$ cat config.mk
export PLATFORM = sky130hd
export DESIGN_NAME = bpa_ram
export DESIGN_NICKNAME = d
export VERILOG_FILES = /design/src/rtl/bpa_ram.sv
export SDC_FILE = /design/constraint.sdc
export NUM_CORES = 1
export LEC_CHECK = 0
export ABC_CLOCK_PERIOD_IN_PS = 3500
export BUFFER_PORTS_ARGS = -buffer_cell sky130_fd_sc_hd__buf_2
export CAP_MARGIN = 15
export CORE_MARGIN = 2
export CORE_UTILIZATION = 30
export DETAILED_ROUTE_END_ITERATION = 8
export SKIP_LAST_GASP = 1
export SLEW_MARGIN = 25
export SYNTH_ARGS = -nofsm -noshare
export SYNTH_HDL_FRONTEND = slang
export SYNTH_SLANG_ARGS = --single-unit
$ cat constraint.sdc
create_clock -name clk -period 3.5 [get_ports clk]
set_input_delay 1.05 -clock clk [delete_from_list [all_inputs] [get_ports clk]]
set_output_delay 1.05 -clock clk [all_outputs]
set_load 0.01 [all_outputs]
$ cat src/rtl/bpa_ram.sv
// Generic single write port RAM with one registered read port.
module bpa_ram #(
	parameter int WIDTH = 8,
	parameter int DEPTH = 16
) (
	input  logic                     clk,
	input  logic                     we,
	input  logic [$clog2(DEPTH)-1:0] wa,
	input  logic [WIDTH-1:0]         wd,
	input  logic [$clog2(DEPTH)-1:0] ra,
	output logic [WIDTH-1:0]         rd
);

	logic [WIDTH-1:0] mem [DEPTH];
	logic [WIDTH-1:0] rd_q;

	always_ff @(posedge clk) begin
		if (we) begin
			mem[wa] <= wd;
		end
		rd_q <= mem[ra];
	end

	assign rd = rd_q;

endmodule

==> flow_metrics.tcl <==
set metrics [dict create \
    synth_top_area_share_pct 74.7 \
    worstSkewPairLatency_ps 410 \
    hold_class "register to register" \
    drc 0 \
    worst_slew_pin_slew_ps 807 \
    clkSlewWorstSetupHoldPaths_ps 50 \
    cp_data_arrival_time_ps 2440 \
    vias 2411 \
    yosysMostFrequentCell "edfxtp_1" \
    setup_violations 0 \
    num_antenna_cells 0 \
    status "finished, final reports clean" \
    ant_nets 0 \
    period_share_pct 61.5 \
    path_cells "buf_2 -> buf_4 -> mux4_1 -> a22oi_1 -> nand2_1" \
    dp_hpwl_um 6470 \
    synth-seq-cells 136 \
    die_y_um 135 \
    multiInputGateArea_mm2 0.00106 \
    rsz0062_at_grt "no" \
    grt_max_degree 20 \
    synthArstFlopShare_pct 0 \
    area_growth_pct 19.1 \
    ctsHoldBuffers 0 \
    drt_wl_total_um 9960 \
    grtUsageTotal_pct 12.0 \
    netlist_instances 229 \
    core_area_mm2 0.0167 \
    path_class "primary input to register" \
    netlist_top_cells_count "edfxtp_1 (128), mux4_2 (18), a22oi_1 (16)" \
    grt_first_pass_wirelength_um 15400 \
    path_max_fanout 13 \
    numCtsBuffers 17 \
    finalCriticalPeriod_ps 2150 \
    postCtsSetupBuffers 0 \
    power_density_mw_per_mm2 591 \
    synth_cell_types 19 \
    slowest_stage "mux4_1" \
    stdcell_count 513 \
    critPathMaxStageDelay_ps 600 \
    filler_cell_count 1543 \
    grt_overflow 0 \
    cts_sinks 136 \
    ff_latch_area_mm2 0.00400 \
    final.setup.tns_ps 0 \
    irDropWorstVdd_v 0.000342 \
    avgRoutedWirePerCell_um 19.4 \
    initial_utilization_pct 30.8 \
    start_kind "primary input" \
    ctsResizeCount 0 \
    avgSynthCellArea_um2 22.5 \
    htreeDepth 4 \
    firstDrtPassIters 4 \
    synth-edff-count 128 \
    ys_warn_count 0 \
    cts_tree "yes" \
    antenna_found_initial 0 \
    required_ps 3790 \
    synthFlopType "edfxtp_1" \
    fmax_ghz 0.464 \
    drive_above_1_share_pct 28.7 \
    gp_congestion 0.755 \
    synthTopCellsByArea "edfxtp_1 (75%), mux4_2 (7.9%), mux4_1 (7.1%)" \
    grt_pass1_vias 2511 \
    drt_first_iter_violations 322 \
    drv_slew 0 \
    hold_ws_ps 675 \
    clockBufferDepth 2 \
    synth_nets 247 \
    viasPerCell 4.70 \
    portBuffers 25 \
    seq_area_frac_synth_pct 77.8 \
    ios 26 \
    cp-end-kind "register" \
    placed_cells 481 \
    root_buffer "clkbuf_16" \
    stdcell_area_mm2 0.00613 \
    layout.nets 298 \
    row_count 47 \
    postPlaceCellArea_mm2 0.00559 \
    hold_viol 0 \
    cap_violations 0 \
    die_w_um 135 \
    max-slew-margin-rel_pct 46.0 \
    yosys.area.top_type "edfxtp_1" \
    die_area_mm2 0.0182 \
    leakage_nw 2.05 \
    skew_ps 8.06 \
    netlist_area_mm2 0.00515 \
]
[power breakdown]
part           switching [mW]  internal [mW]  total, mW  leakage (nW)
combinational          0.0975         0.0701      0.168         0.560
sequential            0.00974           1.82       1.83          1.22
clock                   0.595           1.03       1.62         0.264
[critical path: cells and delay by family]
kind,cells,cell delay (ps)
AO/OA/AOI/OAI,1,340
buffers and inverters,2,360
multiplexers,1,600
AND/OR/NAND/NOR,1,90
[cell type report]
class,count,area share (%)
Sequential cell,136,65.3
Multi-Input combinational cell,83,17.2
Clock buffer,28,8.10
Tap cell,220,4.49
Timing Repair Buffer,42,4.12
Clock inverter,4,0.714
[cells by family (layout without fill, tap and decap cells)]
kind of cell	after synthesis	in the layout	share of synthesized area [%]
AND/OR/NAND/NOR	35	35	3.18
flip-flops	136	136	77.8
AO/OA/AOI/OAI	16	16	2.33
multiplexers	32	32	15.0
buffers and inverters	10	74	1.68
[routing by layer]
metal / routed length [um] / track usage, % / vias up
met4: 93 / 4.51 / 0
met2: 4900 / 18.2 / 73
met3: 604 / 3.49 / 11
met1: 4360 / 16.4 / 1251
li1: - / - / 1076
met5: 0 / 0 / -
[cell usage in the layout, fill, tap and decap left out, types with 3 or more instances in the layout]
master     synthesis  final
edfxtp_1         128    128
buf_2              3     25
mux4_2            18     18
clkbuf_16          0     17
buf_4              1     17
a22oi_1           16     16
mux4_1            14     14
nor2_1            13     13
nand2_1            9      9
clkbuf_1           0      8
dfxtp_1            8      8
nor3_1             4      4
clkbuf_8           0      3
[state kept, by name, indices dropped and copies added, names as in the netlist]
| name | flops |
|---|---|
| mem | 128 |
| rd | 8 |
[path summary, 6_finish.rpt]
path	endpoint	slack [ps]	cells past startpoint	start
setup / recovery	rd[2]	1350	5	ra[0]
hold / removal	rd[2]	670	3	mem[12][2]
setup reg to reg	rd[2]	2070	3	mem[1][2]
hold reg to reg	rd[2]	670	3	mem[12][2]
[metrics by stage]
stage	worst slack (ps)	total power [mW]	utilization [%]
floorplan	957	1.96	-
CTS	1360	3.66	36.7
finish	1350	3.62	36.7
global route	1300	3.74	36.7
global placement	939	2.03	33.5
detailed placement	929	2.04	33.5
(Power assumes the default switching activity.)
