## config.mk

```make
export PLATFORM = sky130hd
export DESIGN_NAME = bpa_init
export DESIGN_NICKNAME = d
export VERILOG_FILES = /design/src/rtl/bpa_pkg.sv /design/src/rtl/bpa_init.sv
export SDC_FILE = /design/constraint.sdc
export NUM_CORES = 1
export LEC_CHECK = 0
export BUFFER_PORTS_ARGS = -buffer_cell sky130_fd_sc_hd__buf_2
export CORE_MARGIN = 2
export CORE_UTILIZATION = 51
export DETAILED_ROUTE_END_ITERATION = 12
export PLACE_DENSITY = 0.86
export SETUP_SLACK_MARGIN = 0.05
export SLEW_MARGIN = 25
export SYNTH_ARGS = -nofsm -noshare
export SYNTH_HDL_FRONTEND = slang
export SYNTH_SLANG_ARGS = --single-unit
```

## constraint.sdc

```tcl
create_clock -name clk -period 4.6 [get_ports clk]
set_clock_uncertainty 0.15 [all_clocks]
set_input_delay 0.46 -clock clk [delete_from_list [all_inputs] [get_ports clk]]
set_output_delay 0.46 -clock clk [all_outputs]
set_load 0.05 [all_outputs]
```

## src/rtl/bpa_pkg.sv

```systemverilog
// Types and constants shared by the buddy page allocator modules.
package bpa_pkg;

	localparam int PAGE_COUNT = 16384;
	localparam int TOP_ORDER  = 10;
	localparam int PW         = 14;
	localparam int LW         = PW + 1;
	localparam int OW         = 4;
	localparam int BW         = 5;
	localparam int MW         = OW + 1;
	localparam int MAX_BLOCKS = PAGE_COUNT >> TOP_ORDER;

	typedef logic [LW-1:0] link_t;
	typedef logic [PW-1:0] page_t;
	typedef logic [OW-1:0] ord_t;

	localparam link_t NIL_LINK    = LW'(PAGE_COUNT);
	localparam link_t BLOCK_PAGES = LW'(1 << TOP_ORDER);
	localparam ord_t  TOP_ORD     = OW'(TOP_ORDER);

	localparam logic KIND_ALLOC = 1'b0;
	localparam logic KIND_FREE  = 1'b1;

	typedef struct packed {
		ord_t ord;
		logic free;
	} meta_t;

	typedef enum logic [1:0] {
		STAT_OK     = 2'd0,
		STAT_NOMEM  = 2'd1,
		STAT_REJECT = 2'd2
	} status_t;

	typedef enum logic [3:0] {
		S_IDLE,
		S_SCAN,
		S_POP_RD,
		S_POP_WR,
		S_SPLIT,
		S_PUSH,
		S_PUSH_LINK,
		S_ALLOC_FIN,
		S_FREE_RD,
		S_FREE_CHK,
		S_MRG_RD,
		S_MRG_CHK,
		S_UNLINK_CLR,
		S_DONE
	} state_t;

	typedef struct packed {
		logic  active;
		page_t addr;
		link_t next_link;
		link_t prev_link;
		meta_t meta;
	} sweep_t;

endpackage

```

## src/rtl/bpa_init.sv

```systemverilog
// Pool size register and the sweep that rebuilds the page tables.
module bpa_init import bpa_pkg::*; (
	input  logic          clk,
	input  logic          arst_n,
	input  logic          cfg_wr_en,
	input  logic [BW-1:0] cfg_wr_data,
	output sweep_t        sweep,
	output link_t         pool_pages
);

	logic [BW-1:0] blocks_q;
	logic [BW-1:0] blocks_clamped;
	logic          active_q;
	page_t         addr_q;
	link_t         addr_link;
	link_t         next_cand;
	logic          aligned;
	logic          in_pool;

	always_comb begin
		if (cfg_wr_data == '0) begin
			blocks_clamped = BW'(1);
		end else if (cfg_wr_data > BW'(MAX_BLOCKS)) begin
			blocks_clamped = BW'(MAX_BLOCKS);
		end else begin
			blocks_clamped = cfg_wr_data;
		end
	end

	always_ff @(posedge clk or negedge arst_n) begin
		if (!arst_n) begin
			blocks_q <= BW'(MAX_BLOCKS);
			active_q <= 1'b1;
			addr_q   <= '0;
		end else if (cfg_wr_en) begin
			blocks_q <= blocks_clamped;
			active_q <= 1'b1;
			addr_q   <= '0;
		end else if (active_q) begin
			addr_q <= addr_q + PW'(1);
			if (addr_q == PW'(PAGE_COUNT - 1)) begin
				active_q <= 1'b0;
			end
		end
	end

	assign pool_pages = LW'(blocks_q) << TOP_ORDER;
	assign addr_link  = {1'b0, addr_q};
	assign next_cand  = addr_link + BLOCK_PAGES;
	assign aligned    = (addr_q[TOP_ORDER-1:0] == '0);
	assign in_pool    = (addr_link < pool_pages);

	always_comb begin
		sweep.active    = active_q;
		sweep.addr      = addr_q;
		sweep.next_link = (aligned && next_cand < pool_pages) ? next_cand : NIL_LINK;
		sweep.prev_link = (aligned && in_pool && addr_q != '0) ?
			(addr_link - BLOCK_PAGES) : NIL_LINK;
		sweep.meta.ord  = TOP_ORD;
		sweep.meta.free = in_pool;
	end

endmodule

```

==> metrics <==
CP Data Required Time=3990 ps; busiest metal layer after global routing=met2; Net Switching=0.1893 mW; Die Y=60.11 um; die area=3613 um^2; clk buf depth=2; Worst setup SP type=flip-flop; Sw Ratio=42.74%; final RePlAce weighted congestion=0.9128; asr flop ratio synth=100.0%; Final Slew Violations=0; DR WL/cell=12.16 um; clk slew on worst S/H paths=110 ps; Int Pwr=0.2535 mW; Syn. warnings=0; Buffers on Ports=42; H-tree level count=1; Starting Density=53.02%; sequential area share after synthesis=31.33%; core area=3028 um^2; P per Cell Area=253.3 nW/um^2; GR Util met3=3.896%; Clock Latency Late Sink=310 ps; Num CTS Buffers=3; Setup TNS Final=0 ps; Worst Path Max Fanout=9; largest net degree at the start of global routing=23; fmax=291.0 MHz; Area growth syn-to-layout=8.886%; worst setup margin=1163 ps; layout cell share with drive strength beyond 1=23.42%; flop2flop setup slack=2890 ps; Slew headroom=49.63%; area of the multi-input gates=888.4 um^2; Placement Cell Area=1702 um^2; Top FF cell, synth=dfrtp_1; Mapped Area=1605 um^2; Total GRT Usage=19.07%; Worst IR Drop VDD=148.1 uV; Post-route DRC=0; met2 usage=31.37%; initial drt markers=54; vias in the first global route=1060; # setup viols final=0; post-layout min period=3437 ps; Yosys top cell area share=28.06%; Total Nets Final=243; post-CTS sizing=0; Yosys cell types=34; fin cells=266; leakage power=0.8832 nW; Critical Path AT=2830 ps; WHS Path Cells=3; DR vias=1298; Worst setup EP type=primary output; combinational power share=34.0%; Yosys reg bits=20; Post-Place Cells=261; synth top area cells=dfrtp_1, buf_4, ha_1; number of synthesized flops with an enable pin=0; DPL Wire Length=2477 um; Clk pwr share=23.3%; status=completed; via/cell ratio=4.880; filler instances=293; Max Cap Viol=0; Rows=20; TritonCTS clock tree=yes; area leader, netlist=dfrtp_1; Setup CP Type=reg2out; FF-to-FF path depth=4; sequential power share=42.8%; FF+latch area=503.0 um^2; Final Cycle Share=74.71%; Die X=60.11 um; first-pass GRT wire length=5078 um; DR pass1 iterations=4; Root Driver=clkbuf_4; DP Worst Slack=1544 ps; HP Class=in2reg; post-CTS setup buffer count=0; Sink Count=20; WL final=3235 um; Detail Route Antenna Nets=0; unrepaired setup endpoints after global routing=no; design area=1748 um^2; average cell area after synthesis=8.631 um^2; initial antenna violation count=0; Hold Fails Final Rpt=0; # IOs=73; n_diodes=0; global-route track usage on met1=25.10%; total chip power=0.4428 mW; Congestion Overflow GR=0; Mapped Cells=186; Worst-Margin Slew=749.7 ps
## repair_timing
action	4_1_cts	5_1_grt
setup endpoints to repair	0	0
hold buffers	1	0
endpoints found under the hold margin	18	0
## Yosys cell counts, types with 2 or more instances
master    instances
a21oi_1           3
buf_4            32
clkbuf_1          6
conb_1            2
dfrtp_1          18
dfstp_2           2
ha_1             12
inv_1            12
nand2_1           7
nand3_1           7
nand4_1           6
nor2_1           19
nor3_1            6
nor4_1           13
nor4b_1           2
o21ai_0           6
xnor2_1          13
xor2_1            4
## area by class of cell
class | count | area share (%)
multi-input cells | 143 | 50.82
repair buffers | 43 | 12.60
well taps | 44 | 3.150
clock buffers | 4 | 2.076
flip-flops and latches | 20 | 28.78
inverters | 12 | 2.577
## flip-flops by register name, indices dropped and copies added, names as in the netlist
signal	flops
addr_q	14
blocks_q	5
active_q	1
## power by group through the flow
stage                     registers (mW)  clock network [mW]  logic [mW]
final                              0.189               0.103       0.150
after global routing               0.191               0.112       0.159
after CTS                          0.189               0.106       0.150
after detailed placement           0.193                   0       0.149
after global placement             0.193                   0       0.148
after floorplan                    0.211                   0       0.126
## worst max-delay path, cell delays in order (launching register included)
cell and delay, ps:
dfrtp_1 560, nand3_1 170, xnor2_1 200, ha_1 280
a21o_1 180, a21oi_1 130, o21ai_1 180, or4_2 580
buf_2 240
## cells by family after synthesis
kind of cell             Yosys count  synth area share [%]
multiplexers                       1                0.6236
AND/OR/NAND/NOR                   68                 22.76
adder cells (fa/ha/maj)           12                 9.353
flip-flops                        20                 31.33
buffers and inverters             51                 19.87
AO/OA/AOI/OAI                     15                 6.314
XOR/XNOR                          17                 9.275
other                              2                0.4678
## cells in the final DEF, fill, tap and decap left out
master          n
a2111o_1        1
a211o_4         1
a211oi_1        1
a21o_1          1
a21oi_1         3
and3_1          1
and4_1          1
buf_2          42
clkbuf_4        3
clkbuf_8        1
conb_1         30
dfrtp_1        18
dfstp_2         2
dlygate4sd3_1   1
ha_1           12
inv_1          12
mux2i_1         1
nand2_1         7
nand2b_1        1
nand3_1         7
nand3b_2        1
nand4_1         6
nor2_1         19
nor2b_1         1
nor3_1          6
nor4_1         13
nor4_2          1
nor4b_1         2
o21ai_0         6
o21ai_1         1
o31ai_1         1
or3_1           1
or4_2           1
xnor2_1        13
xor2_1          4
## path summary, 6_finish.rpt
check / start / to
min in group asynchronous: arst_n / addr_q[0]
setup reg to reg: active_q / addr_q[13]
max in group asynchronous: arst_n / blocks_q[4]
hold / removal: cfg_wr_data[3] / blocks_q[3]
setup / recovery: addr_q[12] / sweep[34]
hold reg to reg: blocks_q[4] / blocks_q[4]
## per-stage QoR
stage	utilization [%]	hold WS, ps
global route	57.73	217.5
global placement	56.20	271.9
CTS	57.73	214.2
detailed placement	56.20	274.9
finish	57.73	214.8
floorplan	-	14.41
## routing by layer
metal	vias up	routed length [um]
li1	652	-
met1	595	1457
met2	46	1558
met3	5	181
met4	0	38
met5	-	0
No activity file was read; power rests on OpenSTA's default activity.
